[config.mk]
export PLATFORM = sky130hd
export DESIGN_NAME = base64_stream_codec
export DESIGN_NICKNAME = d
export VERILOG_FILES = /design/src/hw/rtl/b64sc_pkg.sv /design/src/hw/rtl/base64_stream_codec.sv /design/src/hw/rtl/b64sc_front.sv /design/src/hw/rtl/b64sc_queue.sv /design/src/hw/rtl/b64sc_back.sv
export SDC_FILE = /design/constraint.sdc
export NUM_CORES = 1
export LEC_CHECK = 0
export ABC_CLOCK_PERIOD_IN_PS = 4900
export BUFFER_PORTS_ARGS = -buffer_cell sky130_fd_sc_hd__buf_2
export CAP_MARGIN = 20
export CORE_MARGIN = 2
export CORE_UTILIZATION = 25
export CTS_CLUSTER_DIAMETER = 100
export CTS_CLUSTER_SIZE = 30
export DETAILED_ROUTE_END_ITERATION = 10
export HOLD_SLACK_MARGIN = 0.15
export PLACE_DENSITY = 0.38
export SYNTH_ARGS = -nofsm -noshare
export SYNTH_HDL_FRONTEND = slang
export SYNTH_SLANG_ARGS = --single-unit
[constraint.sdc]
create_clock -name clk -period 4.9 [get_ports clk]
set_clock_uncertainty 0.15 [all_clocks]
set_input_delay 0.245 -clock clk [delete_from_list [all_inputs] [get_ports clk]]
set_output_delay 0.245 -clock clk [all_outputs]
set_load 0.005 [all_outputs]
[src/hw/rtl/b64sc_pkg.sv]
`timescale 1ns / 1ps
package b64sc_pkg;

  localparam logic [7:0] CHAR_PAD = 8'h3D;  // '='
  localparam logic [7:0] CHAR_NL  = 8'h0A;  // '\n'

  localparam int QDEPTH = 4;
  localparam int QAW    = $clog2(QDEPTH);

  // One request from the front: up to four output bytes, in order.
  typedef struct packed {
    logic [3:0][7:0] data;   // data[0] goes out first
    logic [2:0]      count;  // bytes to send, 0 means a bare end marker
    logic            nl;     // encoded text: subject to line breaking
    logic            last;
  } cmd_t;

  function automatic logic [7:0] enc_char(input logic [5:0] v);
    logic [7:0] w;
    w = {2'b00, v};
    if (v < 6'd26)      enc_char = 8'd65 + w;
    else if (v < 6'd52) enc_char = 8'd71 + w;   // 'a' - 26
    else if (v < 6'd62) enc_char = w - 8'd4;    // '0' - 52
    else if (v == 6'd62) enc_char = 8'h2B;
    else                 enc_char = 8'h2F;
  endfunction

  function automatic logic [5:0] dec_value(input logic [7:0] c);
    logic [7:0] w;
    w = 8'd0;
    if (c >= 8'h41 && c <= 8'h5A)      w = c - 8'd65;
    else if (c >= 8'h61 && c <= 8'h7A) w = c - 8'd71;
    else if (c >= 8'h30 && c <= 8'h39) w = c + 8'd4;
    else if (c == 8'h2B)               w = 8'd62;
    else if (c == 8'h2F)               w = 8'd63;
    dec_value = w[5:0];
  endfunction

  function automatic logic is_space(input logic [7:0] c);
    is_space = (c == 8'h20) || (c >= 8'd9 && c <= 8'd13);
  endfunction

endpackage

[src/hw/rtl/base64_stream_codec.sv]
`timescale 1ns / 1ps
// A request goes through the request queue into the output register, from which it is popped.
// Throughput: one input byte per cycle while the request queue has room; the result
// port sends one byte per cycle while pop is held, so encode sends four characters,
// and at times a newline, per three input bytes.
// Reset (rst, synchronous, active high) clears the mode, the group and line state,
// the request queue and empties the output register; no clearing pass is needed.
module base64_stream_codec
  import b64sc_pkg::*;
#(
  parameter int LINE_CHARS = 64
) (
  input  logic       clk,
  input  logic       rst,
  input  logic       cfg_valid,
  output logic       cfg_ready,
  input  logic       cfg_data,
  input  logic       push,
  output logic       full,
  input  logic [7:0] in_byte,
  input  logic       in_last,
  output logic       empty,
  input  logic       pop,
  output logic [7:0] out_byte,
  output logic       out_valid,
  output logic       out_last
);

  cmd_t cmd, head;
  logic q_push, q_pop, q_full, q_empty;

  assign cfg_ready = 1'b1;
  assign full      = q_full;

  b64sc_front u_front (
    .clk       (clk),
    .rst       (rst),
    .cfg_valid (cfg_valid),
    .cfg_data  (cfg_data),
    .push      (push),
    .in_byte   (in_byte),
    .in_last   (in_last),
    .q_full    (q_full),
    .q_push    (q_push),
    .cmd       (cmd)
  );

  b64sc_queue u_queue (
    .clk    (clk),
    .rst    (rst),
    .wr     (q_push),
    .wr_cmd (cmd),
    .rd     (q_pop),
    .head   (head),
    .full   (q_full),
    .empty  (q_empty)
  );

  b64sc_back #(
    .LINE_CHARS (LINE_CHARS)
  ) u_back (
    .clk       (clk),
    .rst       (rst),
    .head      (head),
    .q_empty   (q_empty),
    .q_pop     (q_pop),
    .empty     (empty),
    .pop       (pop),
    .out_byte  (out_byte),
    .out_valid (out_valid),
    .out_last  (out_last)
  );

endmodule

[src/hw/rtl/b64sc_front.sv]
`timescale 1ns / 1ps
module b64sc_front
  import b64sc_pkg::*;
(
  input  logic       clk,
  input  logic       rst,
  input  logic       cfg_valid,
  input  logic       cfg_data,
  input  logic       push,
  input  logic [7:0] in_byte,
  input  logic       in_last,
  input  logic       q_full,
  output logic       q_push,
  output cmd_t       cmd
);

  logic        decode_mode;
  logic [23:0] group_bits, group_bits_next;
  logic [1:0]  group_count, group_count_next;
  logic [1:0]  pad_count, pad_count_next;

  logic        accept;
  logic [23:0] gb, bits;
  logic [2:0]  cnt;
  logic [5:0]  v;
  logic [1:0]  pad_n;
  logic [1:0]  nb;

  assign accept = push && !q_full;

  always_comb begin
    group_bits_next  = group_bits;
    group_count_next = group_count;
    pad_count_next   = pad_count;
    cmd       = '0;
    cmd.last  = in_last;
    gb        = '0;
    bits      = '0;
    cnt       = {1'b0, group_count} + 3'd1;
    v         = '0;
    pad_n     = pad_count;
    nb        = '0;
    if (!decode_mode) begin
      cmd.nl = 1'b1;
      gb = {group_bits[15:0], in_byte};
      if (cnt >= 3'd3) begin
        for (int i = 0; i < 4; i++) cmd.data[i] = enc_char(gb[23-6*i -: 6]);
        cmd.count        = 3'd4;
        group_bits_next  = '0;
        group_count_next = '0;
      end else if (in_last) begin
        bits = (cnt == 3'd1) ? {gb[7:0], 16'd0} : {gb[15:0], 8'd0};
        for (int i = 0; i < 4; i++)
          cmd.data[i] = (3'(i) <= cnt) ? enc_char(bits[23-6*i -: 6]) : CHAR_PAD;
        cmd.count = 3'd4;
      end else begin
        group_bits_next  = gb;
        group_count_next = cnt[1:0];
      end
    end else if (!is_space(in_byte)) begin
      if (in_byte == CHAR_PAD) begin
        if (pad_count != 2'd3) pad_n = pad_count + 2'd1;
      end else begin
        v = dec_value(in_byte);
      end
      gb = {group_bits[17:0], v};
      if (cnt == 3'd4) begin
        nb = 2'd3 - pad_n;
        cmd.data[0] = gb[23:16];
        cmd.data[1] = gb[15:8];
        cmd.data[2] = gb[7:0];
        cmd.count   = {1'b0, nb};
        group_bits_next  = '0;
        group_count_next = '0;
        pad_count_next   = '0;
      end else begin
        group_bits_next  = gb;
        group_count_next = cnt[1:0];
        pad_count_next   = pad_n;
      end
    end
    if (in_last) begin
      group_bits_next  = '0;
      group_count_next = '0;
      pad_count_next   = '0;
    end
  end

  assign q_push = accept && (in_last || cmd.count != 3'd0);

  always_ff @(posedge clk) begin
    if (rst) begin
      decode_mode <= 1'b0;
      group_bits  <= '0;
      group_count <= '0;
      pad_count   <= '0;
    end else begin
      if (cfg_valid) decode_mode <= cfg_data;
      if (accept) begin
        group_bits  <= group_bits_next;
        group_count <= group_count_next;
        pad_count   <= pad_count_next;
      end
    end
  end

endmodule

[src/hw/rtl/b64sc_queue.sv]
`timescale 1ns / 1ps
module b64sc_queue
  import b64sc_pkg::*;
(
  input  logic clk,
  input  logic rst,
  input  logic wr,
  input  cmd_t wr_cmd,
  input  logic rd,
  output cmd_t head,
  output logic full,
  output logic empty
);

  cmd_t           mem [QDEPTH];
  logic [QAW-1:0] wptr, rptr;
  logic [QAW:0]   used;

  assign full  = (used == (QAW+1)'(QDEPTH));
  assign empty = (used == '0);
  assign head  = mem[rptr];

  always_ff @(posedge clk) begin
    if (wr && !full) mem[wptr] <= wr_cmd;
  end

  always_ff @(posedge clk) begin
    if (rst) begin
      wptr <= '0;
      rptr <= '0;
      used <= '0;
    end else begin
      if (wr && !full) wptr <= wptr + 1'b1;
      if (rd && !empty) rptr <= rptr + 1'b1;
      used <= used + (QAW+1)'(wr && !full) - (QAW+1)'(rd && !empty);
    end
  end

  // the front stalls on full, so a write into a full queue means a lost request
  a_no_overflow: assert property (@(posedge clk) disable iff (rst) !(wr && full))
    else $error("request written into full queue");

endmodule

[src/hw/rtl/b64sc_back.sv]
`timescale 1ns / 1ps
module b64sc_back
  import b64sc_pkg::*;
#(
  parameter int LINE_CHARS = 64
) (
  input  logic       clk,
  input  logic       rst,
  input  cmd_t       head,
  input  logic       q_empty,
  output logic       q_pop,
  output logic       empty,
  input  logic       pop,
  output logic [7:0] out_byte,
  output logic       out_valid,
  output logic       out_last
);

  localparam int LW = $clog2(LINE_CHARS);

  logic [LW-1:0] line;
  logic [LW:0]   lcnt;
  logic [1:0]    p;
  logic          nl_pending;
  logic          have;
  logic          load, final_byte, wrap;

  assign load       = !q_empty && (!have || pop);
  assign final_byte = (({1'b0, p} + 3'd1) == head.count);
  assign lcnt       = {1'b0, line} + (LW+1)'(1);
  assign wrap       = head.nl && (lcnt >= (LW+1)'(LINE_CHARS));
  assign empty      = !have;

  always_comb begin
    q_pop = 1'b0;
    if (load) begin
      if (head.count == 3'd0)     q_pop = 1'b1;
      else if (nl_pending)        q_pop = final_byte;
      else                        q_pop = final_byte && !wrap;
    end
  end

  always_ff @(posedge clk) begin
    if (load) begin
      if (head.count == 3'd0) begin
        out_byte  <= 8'd0;
        out_valid <= 1'b0;
        out_last  <= 1'b1;
      end else if (nl_pending) begin
        out_byte  <= CHAR_NL;
        out_valid <= 1'b1;
        out_last  <= head.last && final_byte;
      end else begin
        out_byte  <= head.data[p];
        out_valid <= 1'b1;
        out_last  <= head.last && final_byte && !wrap;
      end
    end
  end

  always_ff @(posedge clk) begin
    if (rst) begin
      have       <= 1'b0;
      line       <= '0;
      p          <= '0;
      nl_pending <= 1'b0;
    end else begin
      if (load)     have <= 1'b1;
      else if (pop) have <= 1'b0;
      if (q_pop && head.last) begin
        line <= '0;
      end else if (load && head.count != 3'd0 && !nl_pending && head.nl) begin
        line <= wrap ? '0 : lcnt[LW-1:0];
      end
      if (load && head.count != 3'd0) begin
        if (nl_pending) begin
          nl_pending <= 1'b0;
        end else begin
          nl_pending <= wrap;
        end
        if (!nl_pending && !wrap && !final_byte) p <= p + 2'd1;
        else if (!nl_pending && wrap)            p <= p;
        else if (!final_byte)                    p <= p + 2'd1;
        else                                     p <= '0;
      end
    end
  end

  a_nl_owner: assert property (@(posedge clk) disable iff (rst)
    nl_pending |-> (!q_empty && head.nl))
    else $error("newline pending without an encode request");

  a_marker_last: assert property (@(posedge clk) disable iff (rst)
    (have && !out_valid) |-> out_last)
    else $error("bare end marker not flagged last");

  a_line_clear: assert property (@(posedge clk) disable iff (rst)
    (q_pop && head.last) |=> (line == '0 && p == '0 && !nl_pending))
    else $error("line state not cleared at message end");

endmodule
==> flow_summary_export.csv, run 1 <==
group,metric,value,unit
synth,synth_ff_type,"edfxtp_1",
critical_path,path_buf_inv,5,
critical_path,crit_path_end_kind,"register",
global_routing,grt_pass1_wl,55.6,mm
critical_path,cp_max_fo,17,
final_layout,fin_nets,1160,
sta,fmax,238,MHz
drt,dr.pass1.iters,5,
sta,tightest_slew,0.896,ns
final_layout,num_antenna_cells,0,
critical_path,critPathKind,"input pin to register",
global_routing,antenna_found_initial,1,
critical_path,arrival,4.34,ns
clocking,tritoncts,"done",
sta,fin_tns_setup,0,ns
power_and_ir_drop,powerDensity,380,mW/mm2
synth,seq_area_frac_synth,47.8,%
power_and_ir_drop,ir_drop,250,uV
clocking,cts_sinks,200,
synth,synth_edf_count,158,
drt,wirelength,36.7,mm
global_routing,gr-total-overflow,0,
clocking,cts-htree-levels,4,
sta,period_needed,4.20,ns
synth,syn_avg_cell_area,10.8,um2
clocking,clock_latency,0.45,ns
synth,synth-async-reset-ratio,0,%
sta,post-route-period-util,85.7,%
power_and_ir_drop,leakage,4.53,nW
sta,setup_viol,0,
synth,synth_nets,1149,
place,gp_congestion,0.865,
place,io_buffers,26,
synth,synth_area,0.0117,mm2
place,dpl_cell_area,0.0125,mm2
synth,yosysWarnings,0,
die,dieArea,0.0485,mm2
clocking,ctsResizeCount,0,
critical_path,worst_path_dominant_cell_family,"buffers and inverters",
sta,finalHoldViolations,0,
critical_path,path_cells,"dlygate4sd3_1 -> buf_2 -> inv_1 -> ha_1 -> nand3b_1 -> a21oi_1 -> o41ai_4 -> a2111oi_0 -> buf_4 -> o31a_2 -> ha_1 -> inv_1 -> fa_1 -> xor2_1 -> xnor2_1 -> nor2_1",
job,drv_cap,0,
die,start_util,25.2,%
final_layout,synthToLayoutAreaGrowth,13.0,%
critical_path,cp-start-kind,"input pin",
drt,vias,8807,
outcome,outcome,"finished clean",
drt,routedWlPerCell,21.5,um
synth,synth_seq_cells,200,
die,core,0.0464,mm2
clocking,cts_buffers,17,
sta,rsz0062_at_grt,"no",
place,dpl_worst_slack,0.677,ns
sta,whs,0.201,ns
sta,slew_violations,0,
critical_path,worstPathRequired,5.04,ns
sta,slew_headroom,39.5,%
final_layout,final_layout_size_suffix_gt1_share,14.0,%
synth,syn-instance-count,1077,
die,die_x,220,um
drt,drcViolationCount,0,
clocking,cts_root_buf,"clkbuf_16",
global_routing,grt_pass1_vias,8632,
sta,postLayoutSetupSlackWorst,0.699,ns
die,die_h,220,um
die,ios,28,
drt,vias_per_cell,5.16,
min_path,min_path_type,"input pin to register",
clocking,clockBufferDepth,2,
synth,ys_types,84,
final_layout,layout_commonest_cell,"edfxtp_1",
final_layout,fin_area,0.0132,mm2
drt,dr.first_iter.drc_count,611,
critical_path,cpPeakStageDelay,0.70,ns
final_layout,final_cell_mix,"edfxtp_1 (158), a21oi_1 (98), nand2_1 (90), o21ai_0 (63), nor2_1 (62)",
drt,detail-route-antenna-nets,0,
place,hpwl,26.0,mm
die,rows,79,
clocking,clk_pin_slew,0.09,ns
global_routing,grt_max_degree,38,
critical_path,worst_path_max_delay_cell,"a2111oi_0",
global_routing,grtUsageTotal,15.5,%
[kinds of logic after synthesis]
logic type,Yosys count,synth area share [%]
mux,56,9.66
flops,200,47.8
buf+inv,127,4.38
xor+xnor,24,1.80
other cells,1,0.0321
simple gates,310,13.3
fa+ha+maj,57,6.17
compound gates,302,16.9
[timing repair]
action                                  in CTS  in global routing
endpoints found under the setup margin       0                  0
endpoints found under the hold margin        9                  0
setup buffers                                0                  0
hold buffers                                 7                  0
[flip-flops by register name (all words and copies together), names as in the netlist, named ones only]
register	flops
u_queue.mem	148
u_front.group_bits	18
u_back.out_byte	8
u_back.line	6
u_queue.used	3
u_back.p	2
u_front.group_count	2
u_front.pad_count	2
u_queue.rptr	2
u_queue.wptr	2
u_back.have	1
u_back.nl_pending	1
u_back.out_last	1
u_back.out_valid	1
u_front.decode_mode	1
[area by class of cell]
cell class	count	area, um2
Clock buffer	17	425
Multi-Input combinational cell	750	5590
Clock inverter	15	179
Tap cell	607	759
Fill cell	4809	33200
Inverter	60	225
Timing Repair Buffer	59	433
Sequential cell	200	5590
[metal layers]
metal / GRT usage, % / vias up / routed length [um]
met5: 0 / - / 0
met4: 3.56 / 0 / 526
met3: 1.87 / 30 / 1280
met2: 25.5 / 189 / 17300
met1: 21.7 / 4454 / 17500
li1: - / 4134 / -
[Yosys cell counts, drive strengths merged (6+ instances only)]
master  number  share of area, %
nand3b       6              0.39
xor2        13              0.97
nand2       90               2.9
ha          56               6.0
xnor2       11              0.82
a211oi       9              0.62
a21oi       99               4.3
nor3        32               1.4
o31ai        9              0.58
inv         58               1.9
nor3b        7              0.45
nor4         8              0.48
o211ai      16               1.0
and2        10              0.54
a22oi        8              0.51
clkbuf      49               1.6
a31oi       11              0.64
mux4        45               8.7
mux2i        7              0.60
o21ai       69               3.0
o221ai       8              0.65
nand2b      10              0.54
buf         18              0.88
nand3       28               1.2
a21o         9              0.58
edfxtp     158                41
nor2        62               2.0
dfxtp       42               7.2
a221o        7              0.60
and3        11              0.59
or3         19               1.0
nor2b       10              0.54
[worst register-to-register path, stage by stage, from the launching register on]
cell and delay (ns):
dfxtp_1 0.45, inv_1 0.12, ha_1 0.52, o21ai_0 0.55, inv_1 0.24, ha_1 0.26
a21oi_1 0.23, o21ai_0 0.22, o21ai_0 0.22, a21oi_1 0.09, o311ai_0 0.78
[final timing paths]
path	startpoint	to	slack, ns	cells after the start
worst min-delay path	in_byte[5]	u_front.group_bits[5]$_SDFFE_PP0P_	0.20	3
worst max register to register	u_front.group_count[0]$_SDFFE_PP0P_	u_queue.mem[1][8]$_DFFE_PP_	0.72	10
worst max-delay path	in_byte[1]	u_queue.used[2]$_SDFF_PP0_	0.70	16
worst min register to register	u_front.group_bits[16]$_SDFFE_PP0P_	u_front.group_bits[16]$_SDFFE_PP0P_	0.32	2
[report_power, final]
group	total (mW)	internal (mW)	switching [mW]
Clock	1.46	0.695	0.763
Combinational	1.42	0.584	0.831
Sequential	2.14	2.03	0.108
[stage by stage]
stage	power (mW)	cells	util, %
3_3_place_gp	3.63	1669	27.0
4_1_cts	5.09	1708	28.5
2_1_floorplan	3.14	1077	-
3_5_place_dp	3.62	1669	27.0
6_report	5.01	1708	28.5
5_1_grt	5.30	1708	28.5
Power figures use the tool's default switching activity.
==> run 2, diff against run 1 <==
- RECOVER_POWER: default -> 25
==> run 2 against run 1 <==
Effect of this change: the flow now finishes with violations (max-capacitance violations, max-slew violations); final cell count unchanged; clock power about the same; first-iteration DRC count increased by 5.7%; final area decreased by 0.28%; routed wire length decreased by 0.15%; combinational power about the same; global-route usage unchanged; flip-flop and latch count unchanged; count of clock-buffer cells in the layout unchanged; sequential power about the same; core utilization decreased by 0.081 points.
==> flow_summary_export.csv, run 2 (synthesized netlist as in run 1, its figures left out) <==
group,metric,value,unit
final_layout,final_layout_size_suffix_gt1_share,12.4,%
clocking,ctsResizeCount,0,
job,drv_cap,2,
global_routing,gr-total-overflow,0,
clocking,clk_pin_slew,0.09,ns
final_layout,fin_area,0.0132,mm2
die,die_x,220,um
drt,vias_per_cell,5.12,
final_layout,final_cell_mix,"edfxtp_1 (158), a21oi_1 (98), nand2_1 (90), o21ai_0 (65), nor2_1 (62)",
clocking,clockBufferDepth,2,
drt,wirelength,36.6,mm
global_routing,grt_pass1_wl,55.6,mm
critical_path,worstPathRequired,5.04,ns
clocking,cts_root_buf,"clkbuf_16",
outcome,outcome,"complete, but fails checks",
final_layout,layout_commonest_cell,"edfxtp_1",
sta,rsz0062_at_grt,"no",
die,rows,79,
sta,period_needed,4.18,ns
die,core,0.0464,mm2
place,hpwl,26.0,mm
power_and_ir_drop,ir_drop,249,uV
critical_path,critPathKind,"input pin to register",
global_routing,grt_pass1_vias,8632,
sta,slew_violations,57,
power_and_ir_drop,powerDensity,379,mW/mm2
final_layout,fin_nets,1160,
critical_path,arrival,4.32,ns
place,gp_congestion,0.865,
sta,setup_viol,0,
drt,vias,8740,
final_layout,synthToLayoutAreaGrowth,12.7,%
min_path,min_path_type,"input pin to register",
clocking,tritoncts,"done",
drt,dr.pass1.iters,5,
clocking,cts-htree-levels,4,
final_layout,num_antenna_cells,0,
outcome,violations,"max-capacitance violations, max-slew violations",
place,dpl_cell_area,0.0125,mm2
die,ios,28,
global_routing,antenna_found_initial,1,
final_layout,top_register,"u_queue.mem",
power_and_ir_drop,leakage,4.48,nW
drt,drcViolationCount,0,
drt,detail-route-antenna-nets,0,
die,die_h,220,um
drt,routedWlPerCell,21.4,um
final_layout,largest_reg_flops,148,
die,dieArea,0.0485,mm2
die,start_util,25.2,%
critical_path,cp-start-kind,"input pin",
global_routing,grt_max_degree,38,
clocking,cts_sinks,200,
final_layout,reg_top3,"u_queue.mem: 148 flops, u_front.group_bits: 18 flops, u_back.out_byte: 8 flops",
sta,post-route-period-util,85.3,%
clocking,clock_latency,0.45,ns
clocking,cts_buffers,17,
sta,slew_headroom,-13.0,%
sta,finalHoldViolations,0,
critical_path,cp_max_fo,17,
sta,fin_tns_setup,0,ns
sta,tightest_slew,1.69,ns
sta,fmax,239,MHz
drt,dr.first_iter.drc_count,646,
global_routing,grtUsageTotal,15.5,%
critical_path,crit_path_end_kind,"register",
place,io_buffers,26,
[run 2: cell type report]
type / count / area [um2]
Sequential cell: 200 / 5590
Tap cell: 607 / 759
Clock buffer: 17 / 425
Multi-Input combinational cell: 750 / 5580
Timing Repair Buffer: 59 / 409
Inverter: 60 / 225
Fill cell: 4820 / 33200
Clock inverter: 15 / 179
[run 2: final timing paths]
kind,slack [ns],end,cells past startpoint,start
hold / removal,0.20,u_front.group_bits[5]$_SDFFE_PP0P_,3,in_byte[5]
hold reg to reg,0.32,u_front.group_bits[16]$_SDFFE_PP0P_,2,u_front.group_bits[16]$_SDFFE_PP0P_
setup / recovery,0.72,u_queue.used[2]$_SDFF_PP0_,16,in_byte[1]
setup reg to reg,0.72,u_queue.mem[1][8]$_DFFE_PP_,11,u_front.group_count[0]$_SDFFE_PP0P_
[run 2: power by group]
group | switching [mW] | internal [mW]
sequential | 0.108 | 2.03
clock | 0.762 | 0.695
combinational | 0.824 | 0.572
[run 2: per-stage QoR]
step | util, % | hold slack (ns) | std cells | worst slack, ns | total power [mW]
detailed placement | 27.0 | 0.304 | 1669 | 0.677 | 3.62
CTS | 28.5 | 0.168 | 1708 | 0.651 | 5.09
global placement | 27.0 | 0.298 | 1669 | 0.647 | 3.63
floorplan | - | 0.194 | 1077 | 1.25 | 3.14
global route | 28.4 | 0.195 | 1708 | 0.293 | 5.29
finish | 28.4 | 0.199 | 1708 | 0.718 | 4.99
[run 2: worst max-delay path: stages]
cell and delay (ns):
dlygate4sd3_1 0.52, buf_2 0.33, inv_1 0.18, ha_1 0.38
nand3b_1 0.22, a21oi_1 0.26, o41ai_4 0.13, a2111oi_0 0.67
buf_4 0.22, o31a_2 0.22, ha_1 0.16, inv_1 0.04
fa_1 0.37, xor2_1 0.17, xnor2_1 0.13, nor2_1 0.05
[run 2: timing repair]
action	4_1_cts	5_1_grt
setup buffers	0	0
setup endpoints to repair	0	0
hold buffers	7	0
endpoints found under the hold margin	9	0
[run 2: metal layers]
metal,up-vias,wire [um],GRT usage [%]
li1,4127,-,-
met2,188,17300,25.5
met1,4400,17600,21.7
met3,25,1240,1.87
met5,-,0,0
met4,0,517,3.56
